$ cat config.mk
export PLATFORM = sky130hd
export DESIGN_NAME = link_reattach_backoff_supervisor
export DESIGN_NICKNAME = d
export VERILOG_FILES = /design/src/rtl/lrbs_pkg.sv /design/src/rtl/lrbs_core.sv /design/src/rtl/link_reattach_backoff_supervisor.sv
export SDC_FILE = /design/constraint.sdc
export NUM_CORES = 1
export LEC_CHECK = 0
export BUFFER_PORTS_ARGS = -buffer_cell sky130_fd_sc_hd__clkbuf_2
export CAP_MARGIN = 20
export CORE_MARGIN = 3
export CORE_UTILIZATION = 50
export DETAILED_ROUTE_END_ITERATION = 8
export GPL_TIMING_DRIVEN = 0
export PLACE_DENSITY = 0.69
export SLEW_MARGIN = 20
export SYNTH_ARGS = -nofsm -noshare
export SYNTH_HDL_FRONTEND = slang
export SYNTH_HIERARCHICAL = 1
export SYNTH_SLANG_ARGS = --single-unit
$ cat constraint.sdc
create_clock -name clk -period 7.35 [get_ports clk]
set_input_delay 0.735 -clock clk [delete_from_list [all_inputs] [get_ports clk]]
set_output_delay 0.735 -clock clk [all_outputs]
set_load 0.02 [all_outputs]
$ cat src/rtl/lrbs_pkg.sv
// Shared types, codes and constants for the link re-attach backoff supervisor.
`timescale 1ns / 1ps

package lrbs_pkg;

	// Event codes carried on the input tuser.
	typedef enum logic [1:0] {
		FUNC_TICK     = 2'd0,
		FUNC_ARM      = 2'd1,
		FUNC_DISABLE  = 2'd2,
		FUNC_IDENTITY = 2'd3
	} func_t;

	typedef enum logic [1:0] {
		MODE_OFF     = 2'd0,
		MODE_BACKOFF = 2'd1,
		MODE_PROBING = 2'd2
	} mode_t;

	// Register byte addresses on the configuration port.
	localparam int unsigned ADDR_W = 4;
	localparam logic [ADDR_W-1:0] ADDR_FIRST_BACKOFF = 4'h0;
	localparam logic [ADDR_W-1:0] ADDR_MAX_BACKOFF   = 4'h4;
	localparam logic [ADDR_W-1:0] ADDR_HAS_POWER_PIN = 4'h8;

	localparam logic [29:0] FIRST_BACKOFF_RST = 30'd5000;
	localparam logic [30:0] MAX_BACKOFF_RST   = 31'd60000;

	localparam logic [31:0] WINDOW_WITH_PIN = 32'd2500;
	localparam logic [31:0] WINDOW_NO_PIN   = 32'd4000;
	localparam logic [31:0] REQUEST_PERIOD  = 32'd300;

	localparam logic [7:0] ATTEMPTS_MAX = 8'd255;

	typedef struct packed {
		logic [29:0] first_backoff_ms;
		logic [30:0] max_backoff_ms;
		logic        has_power_pin;
	} cfg_t;

	typedef struct packed {
		mode_t       mode;
		logic [7:0]  attempt_count;
		logic [30:0] backoff;
		logic [31:0] retry_at;
		logic [31:0] probe_deadline;
		logic [31:0] next_request_at;
		logic        link_open;
		logic        peer_alive;
		logic        peer_incompatible;
		logic        reply_seen;
		logic        power;
	} state_t;

	typedef struct packed {
		logic        power_on;
		logic        request_identity;
		logic        flush_input;
		logic        attached;
		logic        gave_up;
	} pulse_t;

	// Wrap-safe "now is at or past at".
	function automatic logic time_reached(input logic [31:0] now, input logic [31:0] at);
		logic [31:0] diff;
		diff = now - at;
		return ~diff[31];
	endfunction

endpackage

$ cat src/rtl/lrbs_core.sv
// Next-state and result logic for one event of the re-attach supervisor.
`timescale 1ns / 1ps

module lrbs_core (
	input  lrbs_pkg::cfg_t   cfg,
	input  lrbs_pkg::state_t st,
	input  lrbs_pkg::func_t  func,
	input  logic [31:0]      now_ms,
	input  logic             link_ok,
	input  logic             frame_is_reply,
	input  logic             frame_compatible,
	output lrbs_pkg::state_t st_next,
	output lrbs_pkg::pulse_t pulses
);

	logic [31:0] dbl;
	logic [31:0] grown;
	logic [30:0] capped;
	logic [30:0] arm_delay;
	logic [31:0] arm_at;
	logic        retry_due;
	logic        req_due;
	logic        deadline_due;

	// Delay for a re-arm: first value on a fresh start, else double and cap.
	assign dbl    = {st.backoff, 1'b0};
	assign grown  = (st.backoff == '0) ? {2'b00, cfg.first_backoff_ms} : dbl;
	assign capped = (grown > {1'b0, cfg.max_backoff_ms}) ? cfg.max_backoff_ms : grown[30:0];
	assign arm_delay = (st.mode == lrbs_pkg::MODE_OFF && st.attempt_count == '0)
		? {1'b0, cfg.first_backoff_ms} : capped;
	assign arm_at = now_ms + {1'b0, arm_delay};

	assign retry_due    = lrbs_pkg::time_reached(now_ms, st.retry_at);
	assign req_due      = lrbs_pkg::time_reached(now_ms, st.next_request_at);
	assign deadline_due = lrbs_pkg::time_reached(now_ms, st.probe_deadline);

	always_comb begin
		st_next = st;
		pulses  = '0;
		unique case (func)
			lrbs_pkg::FUNC_ARM: begin
				st_next.peer_alive = 1'b0;
				st_next.power      = 1'b0;
				st_next.link_open  = link_ok;
				st_next.backoff    = arm_delay;
				st_next.retry_at   = arm_at;
				st_next.mode       = lrbs_pkg::MODE_BACKOFF;
			end
			lrbs_pkg::FUNC_DISABLE: begin
				st_next.peer_alive = 1'b0;
				st_next.power      = 1'b0;
				st_next.mode       = lrbs_pkg::MODE_OFF;
			end
			lrbs_pkg::FUNC_IDENTITY: begin
				if (!frame_compatible) begin
					st_next.peer_alive        = 1'b0;
					st_next.peer_incompatible = 1'b1;
				end else begin
					st_next.peer_alive = 1'b1;
					if (frame_is_reply) begin
						st_next.reply_seen = 1'b1;
					end
				end
			end
			lrbs_pkg::FUNC_TICK: begin
				unique case (st.mode)
					lrbs_pkg::MODE_BACKOFF: begin
						if (retry_due) begin
							if (st.attempt_count != lrbs_pkg::ATTEMPTS_MAX) begin
								st_next.attempt_count = st.attempt_count + 8'd1;
							end
							if (!st.link_open && !link_ok) begin
								// open failed: stay unpowered, wait longer
								st_next.power    = 1'b0;
								st_next.backoff  = arm_delay;
								st_next.retry_at = arm_at;
								st_next.mode     = lrbs_pkg::MODE_BACKOFF;
							end else begin
								if (cfg.has_power_pin) begin
									st_next.power = 1'b1;
								end
								st_next.link_open         = 1'b1;
								st_next.peer_alive        = 1'b0;
								st_next.peer_incompatible = 1'b0;
								st_next.reply_seen        = 1'b0;
								pulses.flush_input        = 1'b1;
								st_next.probe_deadline    = now_ms + (cfg.has_power_pin
									? lrbs_pkg::WINDOW_WITH_PIN : lrbs_pkg::WINDOW_NO_PIN);
								st_next.next_request_at   = now_ms;
								st_next.mode              = lrbs_pkg::MODE_PROBING;
							end
						end
					end
					lrbs_pkg::MODE_PROBING: begin
						if (req_due) begin
							pulses.request_identity = 1'b1;
							st_next.next_request_at = now_ms + lrbs_pkg::REQUEST_PERIOD;
						end
						priority if (st.peer_alive && st.reply_seen) begin
							pulses.attached       = 1'b1;
							st_next.mode          = lrbs_pkg::MODE_OFF;
							st_next.attempt_count = '0;
							st_next.backoff       = '0;
						end else if (st.peer_incompatible) begin
							st_next.power  = 1'b0;
							pulses.gave_up = 1'b1;
							st_next.mode   = lrbs_pkg::MODE_OFF;
						end else if (deadline_due) begin
							st_next.power    = 1'b0;
							st_next.backoff  = arm_delay;
							st_next.retry_at = arm_at;
							st_next.mode     = lrbs_pkg::MODE_BACKOFF;
						end else begin
							// window still open: keep probing
						end
					end
					default: begin
						// off: ticks change nothing
					end
				endcase
			end
			default: begin
			end
		endcase
		pulses.power_on = st_next.power;
	end

endmodule

$ cat src/rtl/link_reattach_backoff_supervisor.sv
// Top level of the link re-attach backoff supervisor: stream ports, config and state.
`timescale 1ns / 1ps

// Takes one event transfer per clock while the output side keeps up and returns
// exactly one result transfer per event. Events go into an input register, the
// next-state logic of lrbs_core updates the supervisor state and fills the
// result register once the output side is free, so a new event may follow in
// every cycle while the output keeps up; the single state update stage sets that
// one-per-clock figure. The result register lets the input keep flowing while
// one finished result waits on m_axis_tready; with both registers full and the
// output stalled, s_axis_tready drops. Event codes on s_axis_tuser are tick,
// arm after failure, disable and identity frame. Time stamps are wrapping
// milliseconds; all deadline checks use the signed difference. Config registers
// (first delay, delay cap, power pin present) must be written over the APB port
// only while no event is in flight; the block itself does not enforce this.

module link_reattach_backoff_supervisor (
	input  logic        clk,
	input  logic        arst_n,

	input  logic        s_axis_tvalid,
	output logic        s_axis_tready,
	// [31:0] now_ms, [32] link_ok, [33] frame_is_reply, [34] frame_compatible
	input  logic [39:0] s_axis_tdata,
	// [1:0] func
	input  logic [1:0]  s_axis_tuser,

	output logic        m_axis_tvalid,
	input  logic        m_axis_tready,
	// [0] power_on, [1] request_identity, [2] flush_input, [3] attached,
	// [4] gave_up, [6:5] mode, [14:7] attempts, [45:15] backoff_ms
	output logic [47:0] m_axis_tdata,

	input  logic        psel,
	input  logic        penable,
	input  logic        pwrite,
	input  logic [3:0]  paddr,
	input  logic [31:0] pwdata,
	output logic [31:0] prdata,
	output logic        pready
);

	lrbs_pkg::cfg_t   cfg_q;
	lrbs_pkg::state_t st_q;
	lrbs_pkg::state_t st_next;
	lrbs_pkg::pulse_t pulses;

	// input register
	logic             valid_s1;
	lrbs_pkg::func_t  func_s1;
	logic [31:0]      now_s1;
	logic             link_ok_s1;
	logic             reply_s1;
	logic             compat_s1;

	// result register
	logic             valid_s2;
	logic [47:0]      data_s2;

	logic out_free;
	logic advance;
	logic cfg_wr;

	assign out_free      = !valid_s2 || m_axis_tready;
	assign advance       = valid_s1 && out_free;
	assign s_axis_tready = !valid_s1 || out_free;
	assign m_axis_tvalid = valid_s2;
	assign m_axis_tdata  = data_s2;

	// ---------------- configuration port ----------------
	assign pready = 1'b1;
	assign cfg_wr = psel && penable && pwrite && pready;

	always_ff @(posedge clk or negedge arst_n) begin
		if (!arst_n) begin
			cfg_q.first_backoff_ms <= lrbs_pkg::FIRST_BACKOFF_RST;
			cfg_q.max_backoff_ms   <= lrbs_pkg::MAX_BACKOFF_RST;
			cfg_q.has_power_pin    <= 1'b1;
		end else if (cfg_wr) begin
			unique case (paddr)
				lrbs_pkg::ADDR_FIRST_BACKOFF: cfg_q.first_backoff_ms <= pwdata[29:0];
				lrbs_pkg::ADDR_MAX_BACKOFF:   cfg_q.max_backoff_ms   <= pwdata[30:0];
				lrbs_pkg::ADDR_HAS_POWER_PIN: cfg_q.has_power_pin    <= pwdata[0];
				default: begin
				end
			endcase
		end
	end

	always_comb begin
		unique case (paddr)
			lrbs_pkg::ADDR_FIRST_BACKOFF: prdata = {2'b00, cfg_q.first_backoff_ms};
			lrbs_pkg::ADDR_MAX_BACKOFF:   prdata = {1'b0, cfg_q.max_backoff_ms};
			lrbs_pkg::ADDR_HAS_POWER_PIN: prdata = {31'd0, cfg_q.has_power_pin};
			default:                      prdata = '0;
		endcase
	end

	// ---------------- input register ----------------
	always_ff @(posedge clk or negedge arst_n) begin
		if (!arst_n) begin
			valid_s1 <= 1'b0;
		end else if (s_axis_tready) begin
			valid_s1 <= s_axis_tvalid;
		end
	end

	always_ff @(posedge clk) begin
		if (s_axis_tvalid && s_axis_tready) begin
			func_s1    <= lrbs_pkg::func_t'(s_axis_tuser);
			now_s1     <= s_axis_tdata[31:0];
			link_ok_s1 <= s_axis_tdata[32];
			reply_s1   <= s_axis_tdata[33];
			compat_s1  <= s_axis_tdata[34];
		end
	end

	// ---------------- state update ----------------
	lrbs_core u_core (
		.cfg              (cfg_q),
		.st               (st_q),
		.func             (func_s1),
		.now_ms           (now_s1),
		.link_ok          (link_ok_s1),
		.frame_is_reply   (reply_s1),
		.frame_compatible (compat_s1),
		.st_next          (st_next),
		.pulses           (pulses)
	);

	// State only moves when the event moves into the result register.
	// All-zero state is mode off with every count and flag cleared.
	always_ff @(posedge clk or negedge arst_n) begin
		if (!arst_n) begin
			st_q <= '0;
		end else if (advance) begin
			st_q <= st_next;
		end
	end

	// ---------------- result register ----------------
	always_ff @(posedge clk or negedge arst_n) begin
		if (!arst_n) begin
			valid_s2 <= 1'b0;
		end else if (out_free) begin
			valid_s2 <= valid_s1;
		end
	end

	always_ff @(posedge clk) begin
		if (advance) begin
			data_s2 <= {2'b00, st_next.backoff, st_next.attempt_count, st_next.mode,
				pulses.gave_up, pulses.attached, pulses.flush_input,
				pulses.request_identity, pulses.power_on};
		end
	end

	// ---------------- checks ----------------
	// flush, attach and give-up come from different modes and never coincide
	a_pulse_excl: assert property (@(posedge clk) disable iff (!arst_n)
		m_axis_tvalid |-> $onehot0(m_axis_tdata[4:2]))
		else $error("exclusive result pulses overlap");

	// an attach clears the attempt count and leaves the block off
	a_attach_clears: assert property (@(posedge clk) disable iff (!arst_n)
		(m_axis_tvalid && m_axis_tdata[3]) |->
			(m_axis_tdata[6:5] == lrbs_pkg::MODE_OFF && m_axis_tdata[14:7] == 8'd0))
		else $error("attach result without cleared state");

	// a flush always starts a probing phase
	a_flush_probe: assert property (@(posedge clk) disable iff (!arst_n)
		(m_axis_tvalid && m_axis_tdata[2]) |-> m_axis_tdata[6:5] == lrbs_pkg::MODE_PROBING)
		else $error("flush outside of probe start");

	// a held event with a stalled result must block new input
	a_backpressure: assert property (@(posedge clk) disable iff (!arst_n)
		(valid_s1 && valid_s2 && !m_axis_tready) |-> !s_axis_tready)
		else $error("input taken while both stages are held");

endmodule

* Word level (Yosys, flattened, before mapping) *
Index checks and enable logic that the tools add are counted.

cells by class
  eq/ne operators = 23
  add/sub/neg operators = 7
  reduce and logical (&&, ||, !) cells = 35
  multiplexer cells = 43
  bitwise gates (word level) = 5
  magnitude comparators = 1

operators by type and width
  kind                   number
  $mux 63                3
  $pmux 73 s2            1
  $mux 142               1
  $pmux 63 s2            1
  $mux 32                3
  $sub 32x32->32         3
  $mux 31                3
  $pmux 31 s3            1
  $mux 68                1
  $pmux 32 s2            1
  $add 32x31->32         1
  $add 32x32->32         1
  $add 32x9->32 const B  1
  $gt 32x31->1           1
  $logic_not 31->1       1
  $mux 8                 3
  $ne 2x2->1 const B     9
  $ne 3x3->1 const B     5
  $mux 1                 13
  $reduce_and 6->1       2
  $mux 11                1
  $reduce_and 5->1       2
  $add 8x1->8 const B    1
  $logic_not 8->1        1
  other kinds (25)       54

storage, ports and cells
  logic and storage cells = 139
  register bits = 289
  input bits = 85

* Logic depth before layout (Yosys ltp) *
  word-level depth = 11
  mapped depth = 30

* Cells and area by module *
The synthesis kept the hierarchy.

modules (own cells, without submodules)
  module                            cells each  area an instance (µm²)  times used
  link_reattach_backoff_supervisor  574         10531.4                 1
  lrbs_core                         1378        9075.0                  1

* Worst setup path before layout *
OpenSTA, ideal clock, no wires.

  path kind = register -> register
  from = register st_q[107] (netlist bit)
  to = register st_q[99] (netlist bit)
  required time = 7225 ps
  cell stages (with the launch flop) = 28
  path buffers = 3
  arrival = 6043 ps
  path slack = 1182 ps
  library setup time = 125 ps
  cells stage by stage = dfrtp_1 > nor4_1 > nand4_1 > nor2_1 > clkbuf_1 > a21o_1 > ha_1 > a21oi_1 > o21ai_0 > a221o_1 > o31ai_1 > a22oi_1 > buf_4 > buf_2 > a32o_1 > ha_1 > fa_1 > a211oi_1 > o211ai_1 > a221oi_1 > o31a_1 > o41ai_1 > or4_1 > a31o_2 > a21oi_1 > xor2_1 > o21ai_0 > mux2_2

RTL lines
  what                    line                                     text
  from (decl)             link_reattach_backoff_supervisor.sv:44   lrbs_pkg::state_t st_q;
  from (signal assigned)  link_reattach_backoff_supervisor.sv:137  st_q <= st_next;

==> metrics.txt <==
Post-synth top cells=193 x dfrtp_1, 180 x mux2_2, 173 x inv_1; CTS tree=done; Layout Cells excl Fill=2,690; fill cell count=3,331; Synth area leader=dfrtp_1; Core Rows=71; input/output buffers=157; Crit. End Element=flop; Seq/Total Area, Yosys=39.1%; period utilization=96.9%; Global Route Usage Sum=26.1%; initial core utilization=51.3%; clock latency on the worst-skew pair=0.55 ns; IO Count=168; via count=16.2k; Max transition margin=32.0%; GR Util met2=40.1%; Internal=4970 uW; Placer Congestion=1.04; ys flop type=dfrtp_1; fin worst setup slack=0.225 ns; Clock Power Share=21.8%; leakage power=0.0104 uW; GR met1 Demand/Resource=36.7%; Syn Inst Count=1,952; first-pass GRT wire length=85,500 um; top-count cell post-synth=dfrtp_1; WL per Instance=20.5 um; GR met3 Demand/Resource=6.45%; Syn. warnings=6; Worst Path Required=7.78 ns; Detail Route Antenna Nets=0; fin crit period=7.13 ns; Final Max Tran Viols=0; Slew @ Worst Pin=1.02 ns; clk root buf=clkbuf_16; Max Freq=140 MHz; PD cells=376 nW/um^2; CP max FO=10; CP Class=flop to flop; overall die area=41,600 sq um; CTS sink count=289; total CTS buffers=35; Worst Setup SP=st_q[113]; outcome=completed; Crit-path slowest cell=dfrtp_1; number of diodes=0; asr flop ratio synth=71.3%; max_cap viols=0; Netlist Area Pre-Place=19,600 sq um; R2R Setup Slk=0.22 ns; final instance area=22,500 sq um; WP data arrival=7.56 ns; dpl ws=-1.05 ns; # setup viols final=0; Post-Syn Area per Cell=10.0 sq um; width of the die=204 um; Flop pwr share=29.6%; Area after DPL=21,100 sq um; H-tree Lvls=2; vias in the first global route=15.7k; initial antenna violation count=1; ratio of cells with drive above 1 in the final layout=22.9%; max incr delay on CP=0.48 ns; final total power=8460 uW; worst r2r src=st_q[113]; CTS max path bufs=3; switching pwr=3500 uW; Clock transition at path regs=0.06 ns; DP HPWL=41,500 um; GRT Max-Usage Layer=met2; EDFF count, synth=83; post-synth top area share=24.6%; r2r worst-path depth=28; DRT iter0 DRCs=1,247; Logic pwr share=48.6%; startpoint types=flop; end of the critical path=st_q[99]; length of the first detailed-routing pass in iterations=6; Max Clock Skew=0.0152 ns; Inst Count DP=2,625; largest net degree at the start of global routing=80; VDD IR max=192 uV; HP Class=input port to async pin; NumNets Final=2,411; top cells by area, synth=dfrtp_1 25%, edfxtp_1 13%, ha_1 11%; TNS Setup=0 ns; area growth from synthesis to layout=14.8%; core area=38,200 sq um; Netlist cell types=79; final wirelength=55,200 um; Sw Ratio=41.3%; RR Endpoint=st_q[99]; Die H=204 um; Remaining Overflow, GRT=0; Via-to-Cell Ratio=6.03; synthesis-stage register bit count=289; final hold viol count=0; Post-route DRC=0
worst min path at each step:
| stage | startpoint | endpoint | slack [ns] |
|---|---|---|---|
| after floorplan | arst_n | cfg_q[11] | 0.44 |
| after global placement | valid_s1 | m_axis_tvalid | 0.48 |
| after detailed placement | valid_s1 | m_axis_tvalid | 0.48 |
| after CTS | arst_n | valid_s1 | 0.24 |
| after global routing | arst_n | valid_s1 | 0.27 |
| final | arst_n | valid_s1 | 0.24 |
area by class of cell:
class | count | area [sq um] | share of cell area [%]
sequential | 289 | 7660 | 34.0
multi-input combinational | 1395 | 10900 | 48.6
inverter | 174 | 653 | 2.90
timing repair buffer | 162 | 885 | 3.93
clock inverter | 18 | 224 | 0.995
tap | 511 | 639 | 2.84
buffer | 96 | 510 | 2.27
clock buffer | 45 | 997 | 4.43
repair_timing:
action | 4_1_cts | 5_1_grt
endpoints found under the hold margin | 0 | 0
endpoints found under the setup margin | 17 | 10
resized for setup | 13 | 32
hold buffers | 0 | 0
setup buffers | 1 | 1
pin swaps | 1 | 8
flip-flops by register name, summed over array words and instances (netlist names):
register / flops
valid_s1: 1
m_axis_tdata: 46
m_axis_tvalid: 1
now_s1: 32
st_q: 142
compat_s1: 1
cfg_q: 62
link_ok_s1: 1
func_s1: 2
reply_s1: 1
through the flow:
stage | util (%) | hold slack [ns]
CTS | 58.7 | 0.240
global placement | 55.1 | 0.484
detailed placement | 55.3 | 0.479
global route | 58.9 | 0.268
floorplan | - | 0.439
finish | 58.9 | 0.238
power by group through the flow:
| stage | logic, uW | registers [uW] | clock network (uW) |
|---|---|---|---|
| CTS | 3940 | 2490 | 1890 |
| global route | 4520 | 2560 | 1950 |
| floorplan | 2880 | 2430 | 0 |
| detailed placement | 3870 | 2510 | 0 |
| finish | 4120 | 2500 | 1840 |
| global placement | 3750 | 2500 | 0 |
worst max-delay path: cells and delay by family, from the launching register on:
family / cells / cell delay (ns)
AO/OA/AOI/OAI: 14 / 2.80
AND/OR/NAND/NOR: 7 / 1.99
buffers and inverters: 3 / 0.63
adder cells (fa/ha/maj): 2 / 0.59
flip-flops: 1 / 0.48
multiplexers: 1 / 0.28
XOR/XNOR: 1 / 0.22
cell families (layout without fill, tap and decap cells):
| logic type | after synthesis | count (layout) | share of synthesized area [%] |
|---|---|---|---|
| AO/OA/AOI/OAI | 535 | 535 | 18.3 |
| XOR/XNOR | 70 | 70 | 3.20 |
| adder cells (fa/ha/maj) | 173 | 173 | 11.1 |
| buffers and inverters | 270 | 495 | 5.74 |
| flip-flops | 289 | 289 | 39.1 |
| multiplexers | 219 | 219 | 12.5 |
| other | 2 | 4 | 0.0383 |
| AND/OR/NAND/NOR | 394 | 394 | 10.0 |
layer usage:
| layer | routed length (um) | vias up |
|---|---|---|
| li1 | - | 7596 |
| met5 | 13 | - |
| met2 | 24700 | 578 |
| met1 | 24900 | 7967 |
| met4 | 1170 | 2 |
| met3 | 4450 | 91 |
cell usage in the layout (no fill, tap or decap), drive strengths merged, types with 67 or more instances in the layout:
master,Yosys,final
clkbuf,44,246
a21oi,81,81
edfxtp,83,83
inv,174,174
a22o,67,67
o21ai,172,172
nand2,119,119
nor2,76,76
dfrtp,193,193
mux2,210,210
ha,172,172
Note: power is estimated with default switching activity, not from simulation.
